$ cat config.mk
export PLATFORM = sky130hd
export DESIGN_NAME = psuf_queue
export DESIGN_NICKNAME = d
export VERILOG_FILES = /design/src/rtl/psuf_pkg.sv /design/src/rtl/psuf_queue.sv
export SDC_FILE = /design/constraint.sdc
export NUM_CORES = 1
export LEC_CHECK = 0
export ABC_AREA = 1
export BUFFER_PORTS_ARGS = -buffer_cell sky130_fd_sc_hd__buf_2
export CAP_MARGIN = 20
export CORE_ASPECT_RATIO = 1.2
export CORE_UTILIZATION = 54
export CTS_CLUSTER_DIAMETER = 100
export DETAILED_ROUTE_END_ITERATION = 6
export MAX_ROUTING_LAYER = met4
export PLACE_DENSITY = 0.86
export SYNTH_ARGS = -nofsm -noshare
export SYNTH_HDL_FRONTEND = slang
export SYNTH_SLANG_ARGS = --single-unit
$ cat constraint.sdc
create_clock -name clk -period 2 [get_ports clk]
set_clock_uncertainty 0.1 [all_clocks]
set_input_delay 0.3 -clock clk [delete_from_list [all_inputs] [get_ports clk]]
set_output_delay 0.3 -clock clk [all_outputs]
set_load 0.01 [all_outputs]
$ cat src/rtl/psuf_pkg.sv
// ---------------------------------------------------------------------------
// psuf_pkg
// types, constants and helpers of the png scan-line unfilter
// ---------------------------------------------------------------------------
`default_nettype none

package psuf_pkg;

  localparam int LINE_MAX    = 4096;
  localparam int PIXEL_MAX   = 4;
  localparam int QUEUE_DEPTH = 4;

  localparam int LEN_W   = $clog2(LINE_MAX + 1);
  localparam int IDX_W   = $clog2(LINE_MAX);
  localparam int BPP_W   = 3;
  localparam int PIX_W   = $clog2(PIXEL_MAX);
  localparam int QPTR_W  = $clog2(QUEUE_DEPTH);
  localparam int QCNT_W  = $clog2(QUEUE_DEPTH + 1);
  localparam int ADDR_W  = 3;

  localparam logic [LEN_W-1:0] LEN_RESET = LEN_W'(LINE_MAX);
  localparam logic [BPP_W-1:0] BPP_RESET = BPP_W'(PIXEL_MAX);

  localparam logic REG_BYTES_PER_LINE  = 1'b0;
  localparam logic REG_BYTES_PER_PIXEL = 1'b1;

  typedef enum logic [2:0] {
    FILT_NONE  = 3'd0,
    FILT_SUB   = 3'd1,
    FILT_UP    = 3'd2,
    FILT_AVG   = 3'd3,
    FILT_PAETH = 3'd4
  } filter_t;

  localparam logic [7:0] FILTER_CODE_MAX = 8'(FILT_PAETH);

  typedef enum logic [1:0] {
    KIND_FILTER     = 2'd0,
    KIND_BAD_FILTER = 2'd1,
    KIND_DATA       = 2'd2
  } item_kind_t;

  typedef struct packed {
    item_kind_t       kind;
    logic [7:0]       value;
    filter_t          filter;
    logic [IDX_W-1:0] idx;
    logic             first_row;
    logic             last;
  } queue_entry_t;

  function automatic logic [7:0] paeth_pick(input logic [7:0] a, input logic [7:0] b,
                                            input logic [7:0] c);
    logic signed [9:0] da;
    logic signed [9:0] db;
    logic signed [9:0] dc;
    logic [9:0] pa;
    logic [9:0] pb;
    logic [9:0] pc;
    da = $signed({2'b00, b}) - $signed({2'b00, c});
    db = $signed({2'b00, a}) - $signed({2'b00, c});
    dc = $signed({2'b00, a}) + $signed({2'b00, b}) - $signed({1'b0, c, 1'b0});
    pa = (da < 0) ? 10'(-da) : 10'(da);
    pb = (db < 0) ? 10'(-db) : 10'(db);
    pc = (dc < 0) ? 10'(-dc) : 10'(dc);
    if (pa <= pb && pa <= pc) begin
      return a;
    end else if (pb <= pc) begin
      return b;
    end
    return c;
  endfunction

endpackage

`default_nettype wire

$ cat src/rtl/psuf_queue.sv
// ---------------------------------------------------------------------------
// psuf_queue
// short fifo that decouples classification from reconstruction
// ---------------------------------------------------------------------------
`default_nettype none

module psuf_queue (
  input  wire logic                   clk,
  input  wire logic                   rst,
  input  wire logic                   push,
  input  psuf_pkg::queue_entry_t      push_entry,
  output logic                        push_ready,
  input  wire logic                   pop,
  output logic                        pop_valid,
  output psuf_pkg::queue_entry_t      head
);

  psuf_pkg::queue_entry_t          entries [psuf_pkg::QUEUE_DEPTH];
  logic [psuf_pkg::QPTR_W-1:0]     wptr;
  logic [psuf_pkg::QPTR_W-1:0]     rptr;
  logic [psuf_pkg::QCNT_W-1:0]     count;

  assign push_ready = (count != psuf_pkg::QCNT_W'(psuf_pkg::QUEUE_DEPTH));
  assign pop_valid  = (count != '0);
  assign head       = entries[rptr];

  always_ff @(posedge clk) begin
    if (push) begin
      entries[wptr] <= push_entry;
    end
  end

  always_ff @(posedge clk) begin
    if (rst) begin
      wptr  <= '0;
      rptr  <= '0;
      count <= '0;
    end else begin
      if (push) begin
        wptr <= wptr + psuf_pkg::QPTR_W'(1);
      end
      if (pop) begin
        rptr <= rptr + psuf_pkg::QPTR_W'(1);
      end
      case ({push, pop})
        2'b10:   count <= count + psuf_pkg::QCNT_W'(1);
        2'b01:   count <= count - psuf_pkg::QCNT_W'(1);
        default: count <= count;
      endcase
    end
  end

endmodule

`default_nettype wire

==> run_results.csv <==
group,metric,value,unit
timing,fin_tns_setup,-0.4139,ns
synthesis,synth_area,4497,µm²
worst_setup_path,end_kind,"output pin",
layout,drive_gt1_share,27.87,%
min_path,worst_hold_path_type,"input port to register",
global_routing,grt_max_degree,28,
synthesis,syn-num-nets,356,
floorplan,die_area,8698,µm²
layout,num_antenna_cells,0,
power_and_ir_drop,p_sw_share,21.31,%
synthesis,synth_area_per_cell,14.10,µm²
worst_setup_path,cp-start-kind,"register",
synthesis,synthFlopType,"edfxtp_1",
timing,setup_viol,8,
power_and_ir_drop,clkPwrFrac,48.3,%
worst_setup_path,crit_path_top_delay_cell,"dfxtp_4",
synthesis,synth_edf_count,108,
detailed_routing,num_vias,3118,
timing,holdWs,0.05570,ns
synthesis,synth.most_common_cell,"edfxtp_1",
placed_design,finalWeightedCongestion,0.7534,
timing,rsz0062_at_grt,"yes",
power_and_ir_drop,internal-power,5.320,mW
worst_setup_path,crit_type,"register to output pin",
floorplan,die_x,85.31,µm
timing,tightest_slew,0.4514,ns
cts,cts_tree,"yes",
floorplan,core-area,8108,µm²
global_routing,antenna_found_initial,0,
placed_design,placedCellCount,466,
floorplan,start_util,55.46,%
power_and_ir_drop,p_seq_share,41.9,%
timing,layout_setup_ws,-0.1891,ns
synthesis,ys_top_cells_by_count,"108 x edfxtp_1, 57 x nor2_1, 37 x o21ai_0",
layout,nFillCells,461,
worst_setup_path,worstPathRequired,1.60,ns
synthesis,synth_top_area_share,72.12,%
run_status,failed_checks,"negative setup slack",
worst_setup_path,ff2ff_setup_slack,0.51,ns
floorplan,fp-row-count,36,
worst_setup_path,crit_end,"head[11]",
worst_setup_path,cp.arrival,1.79,ns
detailed_routing,drc,0,
synthesis,netlist_top_cells_area,"edfxtp_1 72%, nor2_1 4.8%, o21ai_0 4.1%, dfxtp_1 4.0%, o22ai_1 3.8%",
worst_setup_path,critPathMaxFanout,9,
global_routing,grt_usage,25.65,%
placed_design,dp_hpwl,4789,µm
power_and_ir_drop,leakagePower,2.295,nW
cts,insertion_delay,0.51,ns
worst_setup_path,path_cells,"buf_4, clkbuf_16, o21ai_0, o22ai_1, buf_2",
timing,finalHoldViolCount,0,
power_and_ir_drop,peakVddDrop,0.6851,mV
min_path,min_from,"push",
synthesis,synth_cell_types,19,
cts,cts_buffers,17,
detailed_routing,wl_per_cell,19.70,µm
cts,clock_path_buffers,2,
worst_setup_path,cp_slowest_stage_delay,0.45,ns
detailed_routing,drtIter0Drc,304,
worst_setup_path,r2r_end,"entries[1][21]",
timing,fmax,456.8,MHz
power_and_ir_drop,power_density,1118,nW/µm²
synthesis,ys_seq_area_share,76.13,%
worst_setup_path,reg2regPathDepth,5,
synthesis,synthCells,319,
worst_setup_path,r2r-start,"wptr[1]",
timing,finalMaxSlewViolations,0,
layout,final_cells,540,
power_and_ir_drop,comb_power_share,9.8,%
run_status,status,"finished with violations",
floorplan,io_pins,60,
run,maxCapViolCount,0,
cts,cts-root-buf,"clkbuf_8",
layout,postLayoutCoreUtil,74.57,%
synthesis,ys.warnings.count,0,
cts,cts.sinks,117,
layout,syn2layout_area_growth,34.45,%
timing,relSlewSlack,69.91,%
placed_design,io_buffer_count,59,
global_routing,grt_pass1_vias,3009,
synthesis,yosys.area.top_type,"edfxtp_1",
synthesis,ys_seq_elements,117,
cts,path_clk_slew,0.06,ns
global_routing,grt_pass1_wl,15450,µm
layout,final_nets,469,
floorplan,die_y,102.0,µm
cts,htree_levels,4,
detailed_routing,firstDrtPassIters,5,
timing,layout_min_cycle_time,2.189,ns
detailed_routing,post_drt_via_cell_ratio,5.774,
power_and_ir_drop,power.switching,1.441,mW
detailed_routing,drtAntennaViolNets,0,
timing,finalCritPeriodShare,109.5,%
detailed_routing,routed_wl,10640,µm
synthesis,async_flop_share,0,%
global_routing,grt.overflow.total,0,
metal layers:
layer	wire length, µm	vias up	global-route usage, %
li1	-	1411	-
met1	4018	1514	29.71
met2	5689	177	42.80
met3	784	16	6.462
met4	143	0	11.28
met5	0	-	-
worst max-delay path, delay by kind of cell (launching register included):
| family | cells | cell delay [ns] |
|---|---|---|
| flops | 1 | 0.45 |
| buf+inv | 3 | 0.46 |
| compound gates | 2 | 0.37 |
worst min path at each step:
stage | end | slack, ns | depth (start not counted)
2_1_floorplan | entries[0][0] | 0.30 | 0
3_3_place_gp | rptr[1] | 0.33 | 1
3_5_place_dp | register | 0.33 | 1
4_1_cts | wptr[0] | 0.03 | 3
5_1_grt | count[0] | 0.08 | 3
6_report | wptr[0] | 0.06 | 3
power by group through the flow:
stage / logic [mW] / clock network [mW] / registers [mW]
finish: 0.660 / 3.27 / 2.83
CTS: 0.622 / 3.24 / 2.83
detailed placement: 0.505 / 0 / 2.88
floorplan: 0.318 / 0 / 2.86
global route: 0.716 / 3.40 / 2.84
global placement: 0.486 / 0 / 2.87
sequential cells by signal, indices dropped and copies added, names as in the netlist, named ones only:
register	cells
wptr	2
count	3
entries	108
rptr	2
cells in the final DEF, fill, tap and decap left out, drive strengths merged, types with 9 or more instances in the layout:
cell,instances
nand2,9
o21ai,60
inv,20
edfxtp,108
o22ai,27
nor2,57
buf,78
clkbuf,21
dfxtp,9
dlygate4sd3,28
cell families after synthesis:
logic type / synth area share, %
AO/OA/AOI/OAI: 10.99
adder cells (fa/ha/maj): 1.836
buffers and inverters: 5.064
flip-flops: 76.13
AND/OR/NAND/NOR: 5.982
cell type report:
cell class | instances | area, µm² | area share [%]
sequential | 117 | 3431 | 56.75
multi-input combinational | 168 | 892.1 | 14.76
timing repair buffer | 107 | 845.8 | 13.99
clock buffer | 20 | 425.4 | 7.036
clock inverter | 12 | 207.7 | 3.435
tap | 95 | 118.9 | 1.966
inverter | 18 | 88.84 | 1.469
timing repair inverter | 3 | 36.28 | 0.6002
metrics by stage:
stage | area, µm² | worst slack [ns] | total power [mW]
detailed placement | 4870 | 0.2783 | 3.381
finish | 6046 | -0.1891 | 6.761
global route | 6046 | -0.2702 | 6.954
global placement | 4870 | 0.3513 | 3.356
CTS | 5964 | -0.01678 | 6.693
floorplan | 4497 | 0.3916 | 3.179
timing repair:
item | in CTS | in global routing
resized for setup | 28 | 10
endpoints found under the setup margin | 27 | 27
pin swaps | 3 | 1
hold buffers | 28 | 0
endpoints found under the hold margin | 109 | 0
setup buffers | 8 | 1
gates cloned | 3 | 2
No activity file was read; power rests on OpenSTA's default activity.
