==> src/rtl/psuf_pkg.sv <==
// ---------------------------------------------------------------------------
// psuf_pkg
// types, constants and helpers of the png scan-line unfilter
// ---------------------------------------------------------------------------
`default_nettype none

package psuf_pkg;

  localparam int LINE_MAX    = 4096;
  localparam int PIXEL_MAX   = 4;
  localparam int QUEUE_DEPTH = 4;

  localparam int LEN_W   = $clog2(LINE_MAX + 1);
  localparam int IDX_W   = $clog2(LINE_MAX);
  localparam int BPP_W   = 3;
  localparam int PIX_W   = $clog2(PIXEL_MAX);
  localparam int QPTR_W  = $clog2(QUEUE_DEPTH);
  localparam int QCNT_W  = $clog2(QUEUE_DEPTH + 1);
  localparam int ADDR_W  = 3;

  localparam logic [LEN_W-1:0] LEN_RESET = LEN_W'(LINE_MAX);
  localparam logic [BPP_W-1:0] BPP_RESET = BPP_W'(PIXEL_MAX);

  localparam logic REG_BYTES_PER_LINE  = 1'b0;
  localparam logic REG_BYTES_PER_PIXEL = 1'b1;

  typedef enum logic [2:0] {
    FILT_NONE  = 3'd0,
    FILT_SUB   = 3'd1,
    FILT_UP    = 3'd2,
    FILT_AVG   = 3'd3,
    FILT_PAETH = 3'd4
  } filter_t;

  localparam logic [7:0] FILTER_CODE_MAX = 8'(FILT_PAETH);

  typedef enum logic [1:0] {
    KIND_FILTER     = 2'd0,
    KIND_BAD_FILTER = 2'd1,
    KIND_DATA       = 2'd2
  } item_kind_t;

  typedef struct packed {
    item_kind_t       kind;
    logic [7:0]       value;
    filter_t          filter;
    logic [IDX_W-1:0] idx;
    logic             first_row;
    logic             last;
  } queue_entry_t;

  function automatic logic [7:0] paeth_pick(input logic [7:0] a, input logic [7:0] b,
                                            input logic [7:0] c);
    logic signed [9:0] da;
    logic signed [9:0] db;
    logic signed [9:0] dc;
    logic [9:0] pa;
    logic [9:0] pb;
    logic [9:0] pc;
    da = $signed({2'b00, b}) - $signed({2'b00, c});
    db = $signed({2'b00, a}) - $signed({2'b00, c});
    dc = $signed({2'b00, a}) + $signed({2'b00, b}) - $signed({1'b0, c, 1'b0});
    pa = (da < 0) ? 10'(-da) : 10'(da);
    pb = (db < 0) ? 10'(-db) : 10'(db);
    pc = (dc < 0) ? 10'(-dc) : 10'(dc);
    if (pa <= pb && pa <= pc) begin
      return a;
    end else if (pb <= pc) begin
      return b;
    end
    return c;
  endfunction

endpackage

`default_nettype wire

==> src/rtl/psuf_if.sv <==
// ---------------------------------------------------------------------------
// psuf stream interfaces
// byte input and reconstructed byte output channels
// ---------------------------------------------------------------------------
`default_nettype none

interface psuf_byte_if;
  logic       valid;
  logic       ready;
  logic [7:0] byte_value;
  logic       start_image;

  modport source (output valid, output byte_value, output start_image, input ready);
  modport sink   (input valid, input byte_value, input start_image, output ready);
endinterface


`default_nettype wire

==> src/rtl/psuf_front.sv <==
// ---------------------------------------------------------------------------
// psuf_front
// accepts input bytes, tracks row position and classifies each transaction
// ---------------------------------------------------------------------------
`default_nettype none

module psuf_front (
  input  wire logic                        clk,
  input  wire logic                        rst,
  psuf_byte_if.sink                        byte_in,
  input  wire logic [psuf_pkg::LEN_W-1:0]  line_len,
  input  wire logic                        q_ready,
  output logic                             q_push,
  output psuf_pkg::queue_entry_t           q_entry
);

  logic [psuf_pkg::LEN_W-1:0] byte_position;
  logic [psuf_pkg::LEN_W-1:0] byte_position_next;
  psuf_pkg::filter_t          row_filter;
  psuf_pkg::filter_t          row_filter_next;
  logic                       first_row;
  logic                       first_row_next;

  logic [psuf_pkg::LEN_W-1:0] pos_eff;
  logic [psuf_pkg::LEN_W-1:0] idx_full;
  logic                       first_eff;
  logic                       is_last;

  assign byte_in.ready = q_ready;
  assign q_push        = byte_in.valid && q_ready;

  assign pos_eff   = byte_in.start_image ? '0 : byte_position;
  assign first_eff = byte_in.start_image ? 1'b1 : first_row;
  assign idx_full  = pos_eff - psuf_pkg::LEN_W'(1);
  assign is_last   = (pos_eff >= line_len);

  always_comb begin
    byte_position_next = byte_position;
    row_filter_next    = row_filter;
    first_row_next     = first_row;
    q_entry.value      = byte_in.byte_value;
    q_entry.filter     = row_filter;
    q_entry.idx        = idx_full[psuf_pkg::IDX_W-1:0];
    q_entry.first_row  = first_eff;
    q_entry.last       = 1'b0;
    q_entry.kind       = psuf_pkg::KIND_DATA;
    if (pos_eff == '0) begin
      byte_position_next = psuf_pkg::LEN_W'(1);
      first_row_next     = first_eff;
      if (byte_in.byte_value > psuf_pkg::FILTER_CODE_MAX) begin
        q_entry.kind    = psuf_pkg::KIND_BAD_FILTER;
        row_filter_next = psuf_pkg::FILT_NONE;
      end else begin
        q_entry.kind    = psuf_pkg::KIND_FILTER;
        row_filter_next = psuf_pkg::filter_t'(byte_in.byte_value[2:0]);
      end
    end else begin
      q_entry.last = is_last;
      if (is_last) begin
        byte_position_next = '0;
        first_row_next     = 1'b0;
      end else begin
        byte_position_next = pos_eff + psuf_pkg::LEN_W'(1);
        first_row_next     = first_eff;
      end
    end
  end

  always_ff @(posedge clk) begin
    if (rst) begin
      byte_position <= '0;
      row_filter    <= psuf_pkg::FILT_NONE;
      first_row     <= 1'b1;
    end else if (q_push) begin
      byte_position <= byte_position_next;
      row_filter    <= row_filter_next;
      first_row     <= first_row_next;
    end
  end

endmodule

`default_nettype wire

==> src/flat_wrapper.sv <==
// flat-port wrapper written by rule: the top's interface ports become plain ports
module psuf_front_flat 
  (clk, rst, line_len, q_ready, q_push, q_entry, byte_in_valid, byte_in_byte_value, byte_in_start_image, byte_in_ready);
  psuf_byte_if byte_in_i ();
  input  wire logic clk;
  input  wire logic rst;
  input  wire logic [psuf_pkg::LEN_W-1:0] line_len;
  input  wire logic q_ready;
  output logic q_push;
  output psuf_pkg::queue_entry_t q_entry;
  input wire logic [$bits(byte_in_i.valid)-1:0] byte_in_valid;
  input wire logic [$bits(byte_in_i.byte_value)-1:0] byte_in_byte_value;
  input wire logic [$bits(byte_in_i.start_image)-1:0] byte_in_start_image;
  output wire logic [$bits(byte_in_i.ready)-1:0] byte_in_ready;
  assign byte_in_i.valid = byte_in_valid;
  assign byte_in_i.byte_value = byte_in_byte_value;
  assign byte_in_i.start_image = byte_in_start_image;
  assign byte_in_ready = byte_in_i.ready;
  psuf_front u_core (.clk(clk), .rst(rst), .byte_in(byte_in_i), .line_len(line_len), .q_ready(q_ready), .q_push(q_push), .q_entry(q_entry));
endmodule
==> config.mk <==
export PLATFORM = sky130hd
export DESIGN_NAME = psuf_front_flat
export DESIGN_NICKNAME = d
export VERILOG_FILES = /design/src/rtl/psuf_pkg.sv /design/src/rtl/psuf_if.sv /design/src/rtl/psuf_front.sv /design/src/flat_wrapper.sv
export SDC_FILE = /design/constraint.sdc
export NUM_CORES = 1
export LEC_CHECK = 0
export BUFFER_PORTS_ARGS = -buffer_cell sky130_fd_sc_hd__buf_2
export CORE_ASPECT_RATIO = 1.75
export CORE_UTILIZATION = 40
export DETAILED_ROUTE_END_ITERATION = 10
export PLACE_DENSITY = 0.72
export SLEW_MARGIN = 20
export SYNTH_ARGS = -nofsm -noshare
export SYNTH_HDL_FRONTEND = slang
export SYNTH_SLANG_ARGS = --single-unit
==> constraint.sdc <==
create_clock -name clk -period 6.37 [get_ports clk]
set_input_delay 0.3185 -clock clk [delete_from_list [all_inputs] [get_ports clk]]
set_output_delay 0.3185 -clock clk [all_outputs]
set_load 0.005 [all_outputs]
==> results.json <==
{
  "r2r_start": "u_core.byte_position[4]",
  "cp_max_fo": 15,
  "ys_ff_latch": 17,
  "die_h_um": 92.1,
  "hold_violations": 0,
  "synth_top_family_by_area": "simple AND/OR/NAND/NOR gates",
  "power_density_nw_per_um2": 113,
  "synth_xor_area_share_pct": 6.14,
  "worst_setup_path_start_kind": "register",
  "wl_met1_mm": 1.85,
  "report.final.slew_viol_count": 0,
  "ys_seq_area_share_pct": 18.3,
  "drcViolationCount": 0,
  "p_leak_nw": 0.929,
  "ios": 55,
  "finalCritPeriodShare_pct": 47.8,
  "max_freq_mhz": 329,
  "drv_cap": 0,
  "totalWireLength_mm": 4.36,
  "arrival_ns": 2.72,
  "diodes": 0,
  "cts_tree": "built",
  "synth_simple_gate_area_share_pct": 29.6,
  "crit_type": "register to output port",
  "critPathBufInv": 1,
  "cts_hold_buffers": 0,
  "final_nets": 310,
  "clockBufferDepth": 2,
  "clk_pin_slew_ns": 0.07,
  "coreArea_um2": 4440,
  "synth-compound-area-share_pct": 25.2,
  "cp.depth": 8,
  "num_rows": 32,
  "hp-class": "primary input to register",
  "cp_slowest_cell": "dfxtp_1",
  "required_ns": 6.05,
  "area.growth.synth_to_final_pct": 10.9,
  "drtIter0Drc": 23,
  "post-route-util_pct": 46.3,
  "grt_pass1_vias": 1615,
  "worst_pin_slew_ns": 0.656,
  "clock_latency_ns": 0.26,
  "ctsHtreeMaxLevel": 1,
  "end_kind": "output port",
  "grt_use_total_pct": 18.5,
  "dr.pass1.iters": 4,
  "yosysWarnings": 0,
  "fin_tns_setup_ns": 0,
  "grt_max_degree": 29,
  "rr_worst_depth": 8,
  "hpwlAfterDp_mm": 3.31,
  "synth_area_leaders": "dfxtp_1 (18%), ha_1 (8.1%), buf_4 (6.1%)",
  "setup_viol": 0,
  "cp_top_family": "compound AO/OA/AOI/OAI gates",
  "synth_cell_type_count": 55,
  "gp_congestion": 0.795,
  "status": "finished, final reports clean",
  "yosys-mux-area-fraction_pct": 0,
  "die-area_um2": 4930,
  "synth_enable_flop_cells": 0,
  "crit_start": "u_core.byte_position[4]",
  "ctsResizeCount": 0,
  "dr_total_vias": 1781,
  "async_reset_ff_share_pct": 0,
  "r2r_end": "u_core.byte_position[8]",
  "synthDominantCellAreaShare_pct": 18.3,
  "crit_chain": "nor2b_1 > ha_1 > nor2b_1 > a2111oi_2 > o21ai_2 > a21oi_4 > nor2_1 > buf_2",
  "synthAdderAreaFrac_pct": 8.09,
  "cts_root_buf": "clkbuf_8",
  "r2r_setup_slack_ns": 3.73,
  "fin_worst_skew_ns": 0.00645,
  "met3_wirelength_um": 166,
  "vdd_drop_max_v": 0.0000852,
  "synthesis.nets": 275,
  "min_period_ns": 3.04,
  "grt_pass1_wl_mm": 6.99,
  "crit_end": "q_entry[0]",
  "rsz0062_at_grt": "false",
  "route.met2.wl_mm": 2.29,
  "cpPeakStageDelay_ns": 0.50,
  "avgViaCountPerCell": 5.53,
  "syn-cell-area_um2": 1860,
  "cts_sinks": 17,
  "synth_top_cell_by_area": "dfxtp_1",
  "antenna_found_initial": 0,
  "ant_nets": 0,
  "die_width_um": 53.5,
  "syn_inst": 237,
  "synth_flop_cell": "dfxtp_1",
  "wl_per_cell_um": 13.5,
  "crit_top_cell": "nor2b_1",
  "io_buffers": 54,
  "start_util_pct": 41.8,
  "syn_area_per_cell_um2": 7.83,
  "grt-ovfl-total": 0,
  "post_cts_buffers": 0,
  "drive_above_1_share_pct": 30.6,
  "relSlewSlack_pct": 56.1,
  "highest_layer": "met4",
  "cts_buffers": 3
}
cell families after synthesis:
family,after synthesis
buf+inv,39
xor+xnor,13
simple gates,94
fa+ha+maj,12
compound gates,62
flops,17
layout make-up:
cell class	count	area, um^2
Clock buffer	4	45.0
Multi-Input combinational cell	181	1280
Sequential cell	17	340
Timing Repair Buffer	54	270
Tap cell	51	63.8
Fill cell	450	2390
Inverter	15	56.3
sequential cells by signal (all words and copies together), names as in the netlist:
register and count:
u_core.row_filter 3, u_core.byte_position 13, u_core.first_row 1
how the worst min path moves through the flow:
| stage | start | endpoint | slack (ns) | cells after the start |
|---|---|---|---|---|
| 3_5_place_dp | u_core.byte_position[12] | u_core.byte_position[12] | 0.46 | 2 |
| 3_3_place_gp | u_core.byte_position[12] | u_core.byte_position[12] | 0.45 | 2 |
| 2_1_floorplan | u_core.byte_position[12] | u_core.byte_position[12] | 0.44 | 2 |
| 6_report | byte_in_byte_value[0] | u_core.row_filter[0] | 0.35 | 3 |
| 5_1_grt | byte_in_byte_value[1] | u_core.row_filter[1] | 0.37 | 3 |
| 4_1_cts | byte_in_byte_value[1] | u_core.row_filter[1] | 0.36 | 3 |
power by group:
| part | internal [mW] | switching (mW) | total (mW) |
|---|---|---|---|
| Sequential | 0.107 | 0.000995 | 0.108 |
| Combinational | 0.0188 | 0.0241 | 0.0428 |
| Clock | 0.0444 | 0.0368 | 0.0812 |
| Total | 0.170 | 0.0618 | 0.232 |
stage by stage:
step	total power [mW]	area, um^2	instances	setup WS [ns]	hold slack (ns)
global placement	0.153	2010	318	3.44	0.453
CTS	0.231	2060	322	3.31	0.358
floorplan	0.139	1860	237	3.73	0.440
global route	0.242	2060	322	3.13	0.367
finish	0.232	2060	322	3.33	0.354
detailed placement	0.153	2010	318	3.38	0.461
layer usage:
layer  vias to the layer above  GRT usage, %
li1                        897             -
met1                       828          22.5
met2                        51          32.3
met3                         5          1.16
met4                         0          6.80
met5                         -             0
cell usage after synthesis (all sizes together), types with 2 or more instances:
cell and instances:
o21ai 13, or2b 2, xnor2 11, nor2 15, or3 2, and2b 3
o211ai 12, nand3 6, inv 15, and2 5, dfxtp 17, o21bai 4
xor2 2, nand2b 5, and3 3, nand4 3, clkbuf 4, nor3 9
a21oi 19, o221ai 3, ha 12, nor4 4, o31a 3, a211oi 2
nor2b 11, nand2 21, buf 19
worst reg2reg max path, delay by kind of cell (launching register included):
family	cells	cell delay, ns
adders and majority gates	1	0.29
and+or+nand+nor	2	0.47
DFF	1	0.50
AOI/OAI and AO/OA	5	1.32
placed cells by master (no fill, tap or decap), types with 11 or more instances in the layout:
cell type  count
xnor2_1       11
nand2_1       21
nor2_1        15
ha_1          12
a21oi_1       18
dfxtp_1       17
buf_2         54
inv_1         15
nor2b_1       11
o21ai_0       11
No activity file was read; power rests on OpenSTA's default activity.
